## config.mk

```make
export PLATFORM = sky130hd
export DESIGN_NAME = pmt_front
export DESIGN_NICKNAME = d
export VERILOG_FILES = /design/src/sv/pmt_pkg.sv /design/src/sv/pmt_front.sv
export SDC_FILE = /design/constraint.sdc
export NUM_CORES = 2
export LEC_CHECK = 0
export ABC_AREA = 0
export BUFFER_PORTS_ARGS = -buffer_cell sky130_fd_sc_hd__clkbuf_2
export CAP_MARGIN = 0
export CORE_MARGIN = 4
export CORE_UTILIZATION = 35
export DETAILED_ROUTE_END_ITERATION = 8
export MAX_ROUTING_LAYER = met4
export PLACE_DENSITY = 0.52
export SYNTH_ARGS = -nofsm -noshare
export SYNTH_HDL_FRONTEND = slang
export SYNTH_SLANG_ARGS = --single-unit
```

## constraint.sdc

```tcl
create_clock -name clk -period 9.05 [get_ports clk]
set_clock_uncertainty 0.05 [all_clocks]
set_input_delay 0.905 -clock clk [delete_from_list [all_inputs] [get_ports clk]]
set_output_delay 0.905 -clock clk [all_outputs]
set_load 0.02 [all_outputs]
```

## src/sv/pmt_pkg.sv

```systemverilog
// Shared types, constants and arithmetic helpers for the 64-bit primality tester.
package pmt_pkg;

    localparam int unsigned WORD_W      = 64;
    localparam int unsigned QUEUE_DEPTH = 2;
    localparam int unsigned NUM_PRIMES  = 14;
    localparam int unsigned RES_W       = 6;

    // test modes handed from front to back
    typedef enum logic [1:0] {
        MODE_DIRECT = 2'd0,
        MODE_FERMAT = 2'd1,
        MODE_STRONG = 2'd2
    } mode_t;

    typedef struct packed {
        logic [WORD_W-1:0] n;
        mode_t             mode;
        logic [2:0]        set_sel;
        logic              direct;
    } qent_t;

    typedef struct packed {
        logic              start;
        logic [WORD_W-1:0] a;
        logic [WORD_W-1:0] b;
        logic [WORD_W-1:0] m;
    } mm_req_t;

    typedef struct packed {
        logic              busy;
        logic              done;
        logic [WORD_W-1:0] res;
    } mm_rsp_t;

    // 3 and 5 first, then the trial-division primes 7..47
    function automatic logic [RES_W-1:0] prime_at(input logic [3:0] idx);
        logic [RES_W-1:0] p;
        begin
            case (idx)
                4'd0:    p = 6'd3;
                4'd1:    p = 6'd5;
                4'd2:    p = 6'd7;
                4'd3:    p = 6'd11;
                4'd4:    p = 6'd13;
                4'd5:    p = 6'd17;
                4'd6:    p = 6'd19;
                4'd7:    p = 6'd23;
                4'd8:    p = 6'd29;
                4'd9:    p = 6'd31;
                4'd10:   p = 6'd37;
                4'd11:   p = 6'd41;
                4'd12:   p = 6'd43;
                4'd13:   p = 6'd47;
                default: p = 6'd1;
            endcase
            return p;
        end
    endfunction

    // ceil(2^20 / p) for the same primes; exact quotients for dividends below 2^14
    function automatic logic [19:0] recip_at(input logic [3:0] idx);
        logic [19:0] v;
        begin
            case (idx)
                4'd0:    v = 20'd349526;
                4'd1:    v = 20'd209716;
                4'd2:    v = 20'd149797;
                4'd3:    v = 20'd95326;
                4'd4:    v = 20'd80660;
                4'd5:    v = 20'd61681;
                4'd6:    v = 20'd55189;
                4'd7:    v = 20'd45591;
                4'd8:    v = 20'd36158;
                4'd9:    v = 20'd33826;
                4'd10:   v = 20'd28340;
                4'd11:   v = 20'd25576;
                4'd12:   v = 20'd24386;
                4'd13:   v = 20'd22311;
                default: v = 20'd0;
            endcase
            return v;
        end
    endfunction

    // (r * 256 + byte_in) mod p, with r < p
    function automatic logic [RES_W-1:0] fold_byte(input logic [3:0]       idx,
                                                   input logic [RES_W-1:0] r,
                                                   input logic [7:0]       byte_in);
        logic [13:0] t;
        logic [33:0] prod;
        logic [13:0] q;
        logic [13:0] rem;
        begin
            t    = {r, byte_in};
            prod = {20'd0, t} * {14'd0, recip_at(idx)};
            q    = prod[33:20];
            rem  = t - q * {8'd0, prime_at(idx)};
            return rem[RES_W-1:0];
        end
    endfunction

    // (x + y) mod m for x, y < m
    function automatic logic [WORD_W-1:0] add_mod(input logic [WORD_W-1:0] x,
                                                  input logic [WORD_W-1:0] y,
                                                  input logic [WORD_W-1:0] m);
        logic [WORD_W-1:0] room;
        begin
            room = m - y;
            return (x >= room) ? (x - room) : (x + y);
        end
    endfunction

    // witness bases; sel picks the set, idx the base within it
    function automatic logic [WORD_W-1:0] base_of(input logic [2:0] sel,
                                                  input logic [2:0] idx);
        logic [WORD_W-1:0] v;
        begin
            v = 64'd2;
            case ({sel, idx})
                6'o00: v = 64'd9345883071009581737;
                6'o10: v = 64'd725270293939359937;
                6'o11: v = 64'd3569819667048198375;
                6'o20: v = 64'd4230279247111683200;
                6'o21: v = 64'd14694767155120705706;
                6'o22: v = 64'd16641139526367750375;
                6'o30: v = 64'd2;
                6'o31: v = 64'd141889084524735;
                6'o32: v = 64'd1199124725622454117;
                6'o33: v = 64'd11096072698276303650;
                6'o40: v = 64'd2;
                6'o41: v = 64'd4130806001517;
                6'o42: v = 64'd149795463772692060;
                6'o43: v = 64'd186635894390467037;
                6'o44: v = 64'd3967304179347715805;
                6'o50: v = 64'd2;
                6'o51: v = 64'd123635709730000;
                6'o52: v = 64'd9233062284813009;
                6'o53: v = 64'd43835965440333360;
                6'o54: v = 64'd761179012939631437;
                6'o55: v = 64'd1263739024124850375;
                6'o60: v = 64'd2;
                6'o61: v = 64'd325;
                6'o62: v = 64'd9375;
                6'o63: v = 64'd28178;
                6'o64: v = 64'd450775;
                6'o65: v = 64'd9780504;
                6'o66: v = 64'd1795265022;
                default: v = 64'd2;
            endcase
            return v;
        end
    endfunction

    // base-2 pseudoprimes in the Fermat range
    function automatic logic fermat_liar(input logic [WORD_W-1:0] n);
        return (n == 64'd7957) || (n == 64'd8321) || (n == 64'd13747) ||
               (n == 64'd18721) || (n == 64'd19951);
    endfunction

endpackage

```

## src/sv/pmt_front.sv

```systemverilog
// Front end: accept candidates, screen by trial division, classify the test.
module pmt_front
(
    input  logic                      clk,
    input  logic                      rst_n,
    input  logic [pmt_pkg::WORD_W-1:0] candidate,
    input  logic                      in_valid,
    output logic                      in_ready,
    output logic                      push,
    output pmt_pkg::qent_t            push_ent,
    input  logic                      full
);

    typedef enum logic [2:0] {
        F_IDLE = 3'b001,
        F_SCAN = 3'b010,
        F_PUSH = 3'b100
    } fstate_t;

    fstate_t                     state_reg, state_next;
    logic [pmt_pkg::WORD_W-1:0]  n_reg, n_next;
    logic [pmt_pkg::WORD_W-1:0]  sh_reg, sh_next;
    logic [2:0]                  cnt_reg, cnt_next;
    logic [pmt_pkg::RES_W-1:0]   res_reg  [pmt_pkg::NUM_PRIMES];
    logic [pmt_pkg::RES_W-1:0]   res_next [pmt_pkg::NUM_PRIMES];
    logic                        trial_hit;

    always_comb
    begin
        state_next = state_reg;
        n_next     = n_reg;
        sh_next    = sh_reg;
        cnt_next   = cnt_reg;
        res_next   = res_reg;
        case (state_reg)
            F_IDLE:
            begin
                if (in_valid)
                begin
                    n_next     = candidate;
                    sh_next    = candidate;
                    cnt_next   = '0;
                    for (int k = 0; k < pmt_pkg::NUM_PRIMES; k++)
                        res_next[k] = '0;
                    state_next = F_SCAN;
                end
            end
            F_SCAN:
            begin
                // one byte per cycle into every residue, MSB first
                for (int k = 0; k < pmt_pkg::NUM_PRIMES; k++)
                    res_next[k] = pmt_pkg::fold_byte(4'(k), res_reg[k],
                        sh_reg[pmt_pkg::WORD_W-1:pmt_pkg::WORD_W-8]);
                sh_next  = {sh_reg[pmt_pkg::WORD_W-9:0], 8'd0};
                cnt_next = cnt_reg + 3'd1;
                if (cnt_reg == 3'd7)
                    state_next = F_PUSH;
            end
            F_PUSH:
            begin
                if (!full)
                    state_next = F_IDLE;
            end
            default: state_next = F_IDLE;
        endcase
    end

    always_comb
    begin
        trial_hit = 1'b0;
        for (int k = 2; k < pmt_pkg::NUM_PRIMES; k++)
            if (res_reg[k] == '0)
                trial_hit = 1'b1;
    end

    // classification of the scanned number
    always_comb
    begin
        push_ent.n       = n_reg;
        push_ent.mode    = pmt_pkg::MODE_DIRECT;
        push_ent.set_sel = 3'd0;
        push_ent.direct  = 1'b0;
        if (n_reg == 64'd2 || n_reg == 64'd3 || n_reg == 64'd5)
            push_ent.direct = 1'b1;
        else if (n_reg < 64'd2 || !n_reg[0] || res_reg[0] == '0 || res_reg[1] == '0)
            push_ent.direct = 1'b0;
        else if (n_reg < 64'd49)
            push_ent.direct = 1'b1;
        else if (trial_hit)
            push_ent.direct = 1'b0;
        else if (n_reg < 64'd2809)
            push_ent.direct = 1'b1;
        else if (n_reg <= 64'd23001)
            push_ent.mode = pmt_pkg::MODE_FERMAT;
        else
        begin
            push_ent.mode = pmt_pkg::MODE_STRONG;
            if (n_reg < 64'd341531)
                push_ent.set_sel = 3'd0;
            else if (n_reg < 64'd885594169)
                push_ent.set_sel = 3'd1;
            else if (n_reg < 64'd350269456337)
                push_ent.set_sel = 3'd2;
            else if (n_reg < 64'd55245642489451)
                push_ent.set_sel = 3'd3;
            else if (n_reg < 64'd7999252175582851)
                push_ent.set_sel = 3'd4;
            else if (n_reg < 64'd585226005592931977)
                push_ent.set_sel = 3'd5;
            else
                push_ent.set_sel = 3'd6;
        end
    end

    assign in_ready = (state_reg == F_IDLE);
    assign push     = (state_reg == F_PUSH) && !full;

    always_ff @(posedge clk or negedge rst_n)
    begin
        if (!rst_n)
            state_reg <= F_IDLE;
        else
            state_reg <= state_next;
    end

    always_ff @(posedge clk)
    begin
        n_reg   <= n_next;
        sh_reg  <= sh_next;
        cnt_reg <= cnt_next;
        res_reg <= res_next;
    end

endmodule

```

==> results by group <==
Route
  • Drt pass-1 iters: 6
  • Wire per inst: 20.34 um
  • # DRC: 0
  • Via count: about 34000
  • Vias per cell: between 4 and 5
  • Post-Route WL: around 150000 um
  • ANT nets after route: 0
  • DRT iter0 DRCs: between 1500 and 2000

Synthesis
  • Register area share after synthesis: approximately an eighth
  • Top post-synthesis cells by area: ha_1 30%, fa_1 30%, edfxtp_1 13%
  • #FFs+latches synth: approximately 220
  • Avg Inst Size Synth: 10.32 um^2
  • Synthesized instance count: 4962
  • Mapped Area: between 50000 and 60000 um^2
  • Commonest cells post-synth: 1284 x inv_1, 1219 x ha_1, 755 x fa_1
  • Yosys top cell by area: ha_1
  • Proportion of netlist area held by the largest area contributor: about 30%
  • EDFF count, synth: between 200 and 250
  • Synth unique cells: a little over 80
  • Fraction of registers with async set/reset: under 10%
  • Count leader, synth: inv_1
  • Main synth FF type: edfxtp_1
  • Synthesized net count: around 7000
  • Yosys Warn Count: 0

GRT
  • Vias in the first global route: around 37000
  • First-pass GRT wire length: between 200000 and 250000 um
  • Total GRT Usage: between 20 and 25%
  • Initial antenna violation count: 7
  • Largest net degree at the start of global routing: approximately 130
  • Total global routing overflow: 0

CTS
  • Clock Sinks: approximately 220
  • TritonCTS clock tree: yes
  • Num CTS Buffers: 35
  • Clock Tree Root: clkbuf_16
  • Worst skew pair latency: 620 ps
  • # hold bufs at CTS: 0
  • Max clock buf depth: 3
  • H-Tree Depth: 2
  • Worst-path clk slew: 70 ps

Die
  • Die area: about 150000 um^2
  • Die Y: slightly below 400 um
  • Core Region: around 150000 um^2
  • I/O pins: 140
  • Rows: 140
  • Initial core utilization: 35.17%
  • Die W: just under 400 um

Cells and area
  • Max FFs per register: 84
  • Number of fill cells: 14450
  • Multi-input logic area: around 40000 um^2
  • FF/Latch Area: roughly 6500 um^2
  • Share of layout cells above drive strength 1: around 7.5%
  • Syn-to-layout area delta: 10.44%
  • # nets final: 7265

Place
  • DP HPWL: between 100000 and 150000 um
  • Worst slack, placed: between 150 and 200 ps
  • IO Port Bufs: around 140
  • GP Congestion: approximately 0.91

Hold path
  • Min-Delay Path Class: in2async

Critical path
  • Critical path's slowest cell: fa_1
  • CP dominant cell by count: fa_1
  • Peak fanout along the critical path: 4
  • CP max stage delay: about 580 ps
  • Critical Path Source: sh_reg[63]
  • CP Class: reg2reg
  • Worst reg2reg path startpoint: sh_reg[63]
  • Crit path arrival time: 8920 ps
  • Crit path launch type: register
  • Critical Path RT: approximately 9300 ps
  • CP Capture Type: register

Timing
  • Minimum clock period: a little under 9000 ps
  • Slew Limit Headroom: around 18%
  • Final hold viol count: 0
  • Tcrit/Tclk final: roughly 96%
  • Final WS setup: about 390 ps
  • Max frequency: 115.5 MHz
  • Slew Viols, Final: 0
  • Final setup fails: 0
  • Worst slew pin tran: around 1200 ps

Status
  • Status: finished, final reports clean

Flow run
  • Maxcap violations: 0
-- layout make-up --
type / count / share of cell area (%)
multi-input cells: 3420 / 70.53
diodes: 1 / 0.004426
flip-flops and latches: 218 / 11.55
inverters: 1285 / 8.552
well taps: 1917 / 4.243
clock buffers: 40 / 1.582
clock inverters: 23 / 0.5444
repair buffers: 263 / 2.992
-- timing repair --
| action | in CTS | in global routing |
|---|---|---|
| resized for setup | 0 | 34 |
| buffers inserted | 0 | 7 |
| endpoints found under the setup margin | 0 | 5 |
-- layout by cell type (no fill, tap or decap), drive strengths merged, types with 8 or more instances in the layout --
| master | count |
|---|---|
| xor2 | 65 |
| o31a | 9 |
| nor2 | 151 |
| a211oi | 23 |
| inv | 1285 |
| nand2b | 16 |
| edfxtp | 215 |
| nor3b | 9 |
| a21o | 90 |
| or4 | 11 |
| mux2i | 12 |
| nor2b | 27 |
| xnor3 | 9 |
| o21a | 27 |
| nor4 | 22 |
| clkinv | 11 |
| nand4 | 19 |
| nand3 | 36 |
| xnor2 | 234 |
| a211o | 8 |
| o21ai | 67 |
| nor3 | 40 |
| nand2 | 230 |
| and2 | 11 |
| o21bai | 21 |
| o31ai | 10 |
| and3 | 13 |
| a21oi | 120 |
| ha | 1219 |
| clkbuf | 180 |
| o211ai | 12 |
| a31oi | 19 |
| or2 | 23 |
| buf | 123 |
| fa | 755 |
-- worst max-delay path: cells and delay by family, from the launching register on --
kind / cells / cell delay, ps
XOR/XNOR: 8 / 1540
buffers and inverters: 3 / 310
adder cells (fa/ha/maj): 11 / 4410
AND/OR/NAND/NOR: 2 / 240
flip-flops: 1 / 500
AO/OA/AOI/OAI: 5 / 1280
-- through the flow --
| step | utilization, % | area, um^2 | instances | hold slack [ps] | setup TNS, ps |
|---|---|---|---|---|---|
| floorplan | - | 51260 | 4962 | 433.6 | -11.52 |
| global placement | 37.86 | 55120 | 7095 | 442.0 | 0 |
| detailed placement | 37.86 | 55120 | 7095 | 447.8 | 0 |
| CTS | 38.69 | 56320 | 7158 | 18.14 | 0 |
| global route | 38.84 | 56540 | 7167 | 36.58 | -70.19 |
| finish | 38.84 | 56540 | 7167 | 57.24 | 0 |
-- kinds of logic after synthesis --
group                    after synthesis  share of synthesized area (%)
adder cells (fa/ha/maj)             1974                          59.32
AND/OR/NAND/NOR                      650                          6.127
flip-flops                           218                          12.76
multiplexers                          13                         0.2566
buffers and inverters               1324                          9.728
XOR/XNOR                             308                          5.526
AO/OA/AOI/OAI                        475                          6.282
-- worst paths after layout --
check / cells past startpoint / slack, ps / to
worst max-delay path: 29 / 390 / res_reg[65]
worst min-delay path: 1 / 60 / state_reg[1]
worst max register to register: 29 / 390 / res_reg[65]
worst min register to register: 2 / 430 / sh_reg[30]
max in group asynchronous: 1 / 8690 / state_reg[0]
min in group clk: 2 / 430 / sh_reg[30]
-- metal layers --
layer,part of all wire [%],vias up,routed length [um],track usage (%)
li1,-,16550,-,-
met1,47,17100,68260,27.35
met2,46,691,67420,32.59
met3,4.3,150,6270,2.406
met4,2.6,0,3840,4.481
met5,0,-,0,-
Power is not shown: default switching activity piles up to over one toggle a cycle in this logic, so the estimate is an artifact.
