===== src/sv/pmt_pkg.sv =====
// Shared types, constants and arithmetic helpers for the 64-bit primality tester.
package pmt_pkg;

    localparam int unsigned WORD_W      = 64;
    localparam int unsigned QUEUE_DEPTH = 2;
    localparam int unsigned NUM_PRIMES  = 14;
    localparam int unsigned RES_W       = 6;

    // test modes handed from front to back
    typedef enum logic [1:0] {
        MODE_DIRECT = 2'd0,
        MODE_FERMAT = 2'd1,
        MODE_STRONG = 2'd2
    } mode_t;

    typedef struct packed {
        logic [WORD_W-1:0] n;
        mode_t             mode;
        logic [2:0]        set_sel;
        logic              direct;
    } qent_t;

    typedef struct packed {
        logic              start;
        logic [WORD_W-1:0] a;
        logic [WORD_W-1:0] b;
        logic [WORD_W-1:0] m;
    } mm_req_t;

    typedef struct packed {
        logic              busy;
        logic              done;
        logic [WORD_W-1:0] res;
    } mm_rsp_t;

    // 3 and 5 first, then the trial-division primes 7..47
    function automatic logic [RES_W-1:0] prime_at(input logic [3:0] idx);
        logic [RES_W-1:0] p;
        begin
            case (idx)
                4'd0:    p = 6'd3;
                4'd1:    p = 6'd5;
                4'd2:    p = 6'd7;
                4'd3:    p = 6'd11;
                4'd4:    p = 6'd13;
                4'd5:    p = 6'd17;
                4'd6:    p = 6'd19;
                4'd7:    p = 6'd23;
                4'd8:    p = 6'd29;
                4'd9:    p = 6'd31;
                4'd10:   p = 6'd37;
                4'd11:   p = 6'd41;
                4'd12:   p = 6'd43;
                4'd13:   p = 6'd47;
                default: p = 6'd1;
            endcase
            return p;
        end
    endfunction

    // ceil(2^20 / p) for the same primes; exact quotients for dividends below 2^14
    function automatic logic [19:0] recip_at(input logic [3:0] idx);
        logic [19:0] v;
        begin
            case (idx)
                4'd0:    v = 20'd349526;
                4'd1:    v = 20'd209716;
                4'd2:    v = 20'd149797;
                4'd3:    v = 20'd95326;
                4'd4:    v = 20'd80660;
                4'd5:    v = 20'd61681;
                4'd6:    v = 20'd55189;
                4'd7:    v = 20'd45591;
                4'd8:    v = 20'd36158;
                4'd9:    v = 20'd33826;
                4'd10:   v = 20'd28340;
                4'd11:   v = 20'd25576;
                4'd12:   v = 20'd24386;
                4'd13:   v = 20'd22311;
                default: v = 20'd0;
            endcase
            return v;
        end
    endfunction

    // (r * 256 + byte_in) mod p, with r < p
    function automatic logic [RES_W-1:0] fold_byte(input logic [3:0]       idx,
                                                   input logic [RES_W-1:0] r,
                                                   input logic [7:0]       byte_in);
        logic [13:0] t;
        logic [33:0] prod;
        logic [13:0] q;
        logic [13:0] rem;
        begin
            t    = {r, byte_in};
            prod = {20'd0, t} * {14'd0, recip_at(idx)};
            q    = prod[33:20];
            rem  = t - q * {8'd0, prime_at(idx)};
            return rem[RES_W-1:0];
        end
    endfunction

    // (x + y) mod m for x, y < m
    function automatic logic [WORD_W-1:0] add_mod(input logic [WORD_W-1:0] x,
                                                  input logic [WORD_W-1:0] y,
                                                  input logic [WORD_W-1:0] m);
        logic [WORD_W-1:0] room;
        begin
            room = m - y;
            return (x >= room) ? (x - room) : (x + y);
        end
    endfunction

    // witness bases; sel picks the set, idx the base within it
    function automatic logic [WORD_W-1:0] base_of(input logic [2:0] sel,
                                                  input logic [2:0] idx);
        logic [WORD_W-1:0] v;
        begin
            v = 64'd2;
            case ({sel, idx})
                6'o00: v = 64'd9345883071009581737;
                6'o10: v = 64'd725270293939359937;
                6'o11: v = 64'd3569819667048198375;
                6'o20: v = 64'd4230279247111683200;
                6'o21: v = 64'd14694767155120705706;
                6'o22: v = 64'd16641139526367750375;
                6'o30: v = 64'd2;
                6'o31: v = 64'd141889084524735;
                6'o32: v = 64'd1199124725622454117;
                6'o33: v = 64'd11096072698276303650;
                6'o40: v = 64'd2;
                6'o41: v = 64'd4130806001517;
                6'o42: v = 64'd149795463772692060;
                6'o43: v = 64'd186635894390467037;
                6'o44: v = 64'd3967304179347715805;
                6'o50: v = 64'd2;
                6'o51: v = 64'd123635709730000;
                6'o52: v = 64'd9233062284813009;
                6'o53: v = 64'd43835965440333360;
                6'o54: v = 64'd761179012939631437;
                6'o55: v = 64'd1263739024124850375;
                6'o60: v = 64'd2;
                6'o61: v = 64'd325;
                6'o62: v = 64'd9375;
                6'o63: v = 64'd28178;
                6'o64: v = 64'd450775;
                6'o65: v = 64'd9780504;
                6'o66: v = 64'd1795265022;
                default: v = 64'd2;
            endcase
            return v;
        end
    endfunction

    // base-2 pseudoprimes in the Fermat range
    function automatic logic fermat_liar(input logic [WORD_W-1:0] n);
        return (n == 64'd7957) || (n == 64'd8321) || (n == 64'd13747) ||
               (n == 64'd18721) || (n == 64'd19951);
    endfunction

endpackage


===== src/sv/pmt_queue.sv =====
// Short request queue between front end and back end.
module pmt_queue
#(
    parameter int unsigned DEPTH = pmt_pkg::QUEUE_DEPTH
)
(
    input  logic           clk,
    input  logic           rst_n,
    input  logic           push,
    input  pmt_pkg::qent_t push_ent,
    output logic           full,
    input  logic           pop,
    output logic           not_empty,
    output pmt_pkg::qent_t head
);

    localparam int unsigned PTR_W = (DEPTH > 1) ? $clog2(DEPTH) : 1;
    localparam int unsigned CNT_W = $clog2(DEPTH + 1);

    pmt_pkg::qent_t   mem_reg [DEPTH];
    logic [PTR_W-1:0] wr_reg, wr_next, rd_reg, rd_next;
    logic [CNT_W-1:0] cnt_reg, cnt_next;

    function automatic logic [PTR_W-1:0] bump(input logic [PTR_W-1:0] p);
        return (p == PTR_W'(DEPTH - 1)) ? '0 : p + PTR_W'(1);
    endfunction

    assign full      = (cnt_reg == CNT_W'(DEPTH));
    assign not_empty = (cnt_reg != '0);
    assign head      = mem_reg[rd_reg];

    always_comb
    begin
        wr_next  = push ? bump(wr_reg) : wr_reg;
        rd_next  = pop  ? bump(rd_reg) : rd_reg;
        cnt_next = cnt_reg + CNT_W'(push) - CNT_W'(pop);
    end

    always_ff @(posedge clk or negedge rst_n)
    begin
        if (!rst_n)
        begin
            wr_reg  <= '0;
            rd_reg  <= '0;
            cnt_reg <= '0;
        end
        else
        begin
            wr_reg  <= wr_next;
            rd_reg  <= rd_next;
            cnt_reg <= cnt_next;
        end
    end

    always_ff @(posedge clk)
    begin
        if (push)
            mem_reg[wr_reg] <= push_ent;
    end

endmodule


===== config.mk =====
export PLATFORM = sky130hd
export DESIGN_NAME = pmt_queue
export DESIGN_NICKNAME = d
export VERILOG_FILES = /design/src/sv/pmt_pkg.sv /design/src/sv/pmt_queue.sv
export SDC_FILE = /design/constraint.sdc
export NUM_CORES = 1
export LEC_CHECK = 0
export BUFFER_PORTS_ARGS = -buffer_cell sky130_fd_sc_hd__buf_2
export CAP_MARGIN = 40
export CORE_UTILIZATION = 59
export CTS_BUF_LIST = sky130_fd_sc_hd__clkbuf_8
export DETAILED_ROUTE_END_ITERATION = 8
export GPL_TIMING_DRIVEN = 0
export PLACE_DENSITY = 0.88
export SYNTH_ARGS = -nofsm -noshare
export SYNTH_HDL_FRONTEND = slang
export SYNTH_SLANG_ARGS = --single-unit

===== constraint.sdc =====
create_clock -name clk -period 9.2 [get_ports clk]
set_input_delay 0.46 -clock clk [delete_from_list [all_inputs] [get_ports clk]]
set_output_delay 0.46 -clock clk [all_outputs]
set_load 0.005 [all_outputs]

==> metrics.txt <==
# TYPE chip_impl_metric gauge
chip_impl_info{name="run_status",value="complete, no violations"} 1
chip_impl_metric{name="timing_max_transition_violations_final",unit=""} 0
chip_impl_metric{name="p_leak",unit="nW"} 2.855
chip_impl_info{name="slowest_cell_on_crit_path",value="sky130_fd_sc_hd__dfrtp_1"} 1
chip_impl_metric{name="finalWorstPathRequiredPeriod",unit="ns"} 2.061
chip_impl_metric{name="cap_viol_max_count",unit=""} 0
chip_impl_metric{name="finalWirelength",unit="um"} 9435
chip_impl_info{name="tritoncts_clock_tree",value="built"} 1
chip_impl_info{name="worstSetupEndpointType",value="primary output"} 1
chip_impl_metric{name="drtAntennaViolNets",unit=""} 0
chip_impl_metric{name="diodes",unit=""} 0
chip_impl_metric{name="synth.lib_cells_used.distinct",unit=""} 13
chip_impl_info{name="top_layer",value="met4"} 1
chip_impl_metric{name="grt_usage",unit=""} 0.2003
chip_impl_metric{name="final_cell_count_without_fillers",unit=""} 543
chip_impl_metric{name="routed-via-count",unit=""} 2719
chip_impl_metric{name="global_route_wire_length_before_repair",unit="um"} 14320
chip_impl_metric{name="core_area",unit="um^2"} 9240
chip_impl_metric{name="cts.sink_count",unit=""} 144
chip_impl_metric{name="syn-instance-count",unit=""} 233
chip_impl_metric{name="route.detailed.wl_per_inst",unit="um"} 17.38
chip_impl_metric{name="design_area",unit="um^2"} 6947
chip_impl_metric{name="drt_pass1_iterations",unit=""} 4
chip_impl_metric{name="clock-skew-final",unit="ns"} 0.006758
chip_impl_metric{name="worst_hold_slack",unit="ns"} 0.2197
chip_impl_metric{name="layout_setup_ws",unit="ns"} 7.139
chip_impl_info{name="cts_root_buffer",value="sky130_fd_sc_hd__clkbuf_8"} 1
chip_impl_info{name="setup.worst_path.start_class",value="register"} 1
chip_impl_metric{name="route.met2.wl",unit="um"} 5231
chip_impl_metric{name="drt-met1-wl",unit="um"} 3533
chip_impl_info{name="final_common_cell",value="sky130_fd_sc_hd__buf_2"} 1
chip_impl_metric{name="cts.reportedPaths.clkPinSlew",unit="ns"} 0.08
chip_impl_metric{name="total_switching_power",unit="uW"} 568.6
chip_impl_metric{name="tritoncts.num_buffers",unit=""} 17
chip_impl_metric{name="setup-tns-final",unit="ns"} 0
chip_impl_metric{name="power_frac_comb",unit=""} 0.339
chip_impl_metric{name="worst_skew_pair.late_latency",unit="ns"} 0.42
chip_impl_metric{name="vias_per_cell",unit=""} 5.007
chip_impl_metric{name="gp_congestion",unit=""} 0.6410
chip_impl_metric{name="yosys_warnings",unit=""} 0
chip_impl_metric{name="power_density",unit="nW/um^2"} 297.0
chip_impl_metric{name="row_count",unit=""} 35
chip_impl_metric{name="share_seq_of_total_power",unit=""} 0.440
chip_impl_metric{name="timing.critical_path.arrival",unit="ns"} 1.60
chip_impl_info{name="timing.critical_path.cells",value="buf_6 > buf_12 > mux2_4 > buf_2"} 1
chip_impl_metric{name="critical_path_buf_inv_count",unit=""} 3
chip_impl_metric{name="final_min_period_over_clock_period",unit=""} 0.2240
chip_impl_metric{name="yosysSeqAreaShare",unit=""} 0.7684
chip_impl_metric{name="detailedPlacementHpwl",unit="um"} 6442
chip_impl_metric{name="hold_violations",unit=""} 0
chip_impl_metric{name="net_switching_fraction_of_the_power",unit=""} 0.2756
chip_impl_metric{name="detailedRoute.firstIterationViolations",unit=""} 81
chip_impl_metric{name="numPlacedInstances",unit=""} 510
chip_impl_metric{name="grt.overflow.total",unit=""} 0
chip_impl_metric{name="die_footprint",unit="um^2"} 9888
chip_impl_metric{name="placement.setup.worst_slack",unit="ns"} 7.414
chip_impl_metric{name="mappedNetlistArea",unit="um^2"} 5602
chip_impl_metric{name="postCtsSetupRepairBufs",unit=""} 0
chip_impl_metric{name="synth.ff_latch_count",unit=""} 144
chip_impl_metric{name="dpl_cell_area",unit="um^2"} 6566
chip_impl_info{name="critical-path-top-delay-family",value="buffers and inverters"} 1
chip_impl_metric{name="cp_max_fo",unit=""} 10
chip_impl_metric{name="largest_net_degree_at_the_start_of_global_routing",unit=""} 41
chip_impl_metric{name="tightest_slew",unit="ns"} 0.6136
chip_impl_info{name="type_of_the_most_critical_hold_path",value="in2reg"} 1
chip_impl_metric{name="post_cts_resize_count",unit=""} 0
chip_impl_info{name="grt_setup_unrepaired",value="no"} 1
chip_impl_metric{name="max_clock_freq",unit="MHz"} 485.1
chip_impl_metric{name="htreeDepth",unit=""} 4
chip_impl_metric{name="initial_core_util",unit=""} 0.6062
chip_impl_metric{name="wire_length_on_met3",unit="um"} 524
chip_impl_metric{name="largest_reg_flops",unit=""} 140
chip_impl_metric{name="drc",unit=""} 0
chip_impl_metric{name="grt_antenna_before_repair",unit=""} 0
chip_impl_metric{name="crit_path_max_incr_delay",unit="ns"} 0.35
chip_impl_info{name="crit_type",value="reg2out"} 1
chip_impl_metric{name="number_of_global_route_vias_before_repair",unit=""} 2825
chip_impl_metric{name="worstPathRequired",unit="ns"} 8.74
chip_impl_metric{name="final.fill_count",unit=""} 547
chip_impl_metric{name="avgSynthCellArea",unit="um^2"} 24.04
chip_impl_metric{name="power.internal",unit="mW"} 1.495
chip_impl_metric{name="port_buffers",unit=""} 145
chip_impl_metric{name="drive_above_1_share",unit=""} 0.6232
chip_impl_metric{name="clock_power_share",unit=""} 0.221
chip_impl_metric{name="die_w",unit="um"} 99.44
chip_impl_metric{name="synth_fp_nets",unit=""} 309
chip_impl_metric{name="timing.final.setup_violations",unit=""} 0
chip_impl_metric{name="cts_buffer_depth",unit=""} 2
chip_impl_metric{name="syn2layout_area_growth",unit="%"} 24.01
chip_impl_metric{name="die_h",unit="um"} 99.44
chip_impl_metric{name="ioPinCount",unit=""} 146
chip_impl_metric{name="worst_ir_drop_vdd",unit="mV"} 0.2055
chip_impl_metric{name="hold_buffers",unit=""} 1
chip_impl_info{name="mostFrequentLayoutCells",value="145 x sky130_fd_sc_hd__buf_2, 140 x sky130_fd_sc_hd__edfxtp_1, 69 x sky130_fd_sc_hd__mux2_4"} 1
chip_impl_metric{name="slew-limit-headroom",unit=""} 0.5901
chip_impl_metric{name="design.final.nets",unit=""} 477
## Yosys cell counts
library cell / number / share of area
sky130_fd_sc_hd__edfxtp_1: 140 / 0.75
sky130_fd_sc_hd__mux2_4: 69 / 0.18
sky130_fd_sc_hd__buf_12: 7 / 0.025
sky130_fd_sc_hd__dfrtp_1: 4 / 0.018
sky130_fd_sc_hd__ha_1: 2 / 0.0045
sky130_fd_sc_hd__inv_1: 2 / 0.0013
sky130_fd_sc_hd__nor2b_1: 2 / 0.0022
sky130_fd_sc_hd__xor2_1: 2 / 0.0031
sky130_fd_sc_hd__and2_1: 1 / 0.0011
sky130_fd_sc_hd__buf_6: 1 / 0.0020
sky130_fd_sc_hd__mux2_2: 1 / 0.0020
sky130_fd_sc_hd__or2_2: 1 / 0.0011
sky130_fd_sc_hd__xor3_1: 1 / 0.0042
## per-layer routing
layer  global-route usage  vias to the layer above
li1                     -                     1264
met1               0.2115                     1336
met2               0.3654                      103
met3              0.06606                       16
met4              0.08597                        0
met5                    0                        -
## metrics by stage
stage | utilization | power (mW)
2_1_floorplan | - | 1.393
3_3_place_gp | 0.7022 | 1.598
3_5_place_dp | 0.7106 | 1.630
4_1_cts | 0.7518 | 2.089
5_1_grt | 0.7518 | 2.159
6_report | 0.7518 | 2.063
## final cells by class
class | count | area [um^2] | share of cell area
buffer | 8 | 151.4 | 0.02179
clock buffer | 17 | 234.0 | 0.03368
clock inverter | 15 | 136.4 | 0.01963
inverter | 2 | 7.507 | 0.001081
multi-input combinational | 79 | 1149 | 0.1653
sequential | 144 | 4304 | 0.6196
tap | 129 | 161.4 | 0.02323
timing repair buffer | 149 | 803.3 | 0.1156
## power groups by stage
stage	clock network, mW	logic, mW	registers [mW]
detailed placement	0	0.707	0.924
global placement	0	0.669	0.929
CTS	0.469	0.710	0.909
finish	0.457	0.699	0.908
global route	0.495	0.746	0.918
floorplan	0	0.474	0.920
## cell families (layout without fill, tap and decap cells)
group,Yosys count,in the layout,synth area share
XOR/XNOR,3,3,0.007371
buffers and inverters,10,191,0.02837
flip-flops,144,144,0.7684
adder cells (fa/ha/maj),2,2,0.004467
AND/OR/NAND/NOR,4,4,0.004468
multiplexers,70,70,0.1870
## final timing paths
check | from | to | slack, ns | depth (start not counted)
worst max register to register | wr_reg$_DFFE_PN0P_ | mem_reg[0][40]$_DFFE_PP_ | 7.62 | 2
min in group asynchronous | rst_n | cnt_reg[1]$_DFF_PN0_ | 0.38 | 2
worst max-delay path | rd_reg$_DFFE_PN0P_ | head[12] | 7.14 | 4
worst min-delay path | push_ent[60] | mem_reg[1][60]$_DFFE_PP_ | 0.22 | 1
worst min register to register | wr_reg$_DFFE_PN0P_ | wr_reg$_DFFE_PN0P_ | 0.58 | 1
max in group asynchronous | rst_n | wr_reg$_DFFE_PN0P_ | 8.71 | 2
No activity file was read; power rests on OpenSTA's default activity.
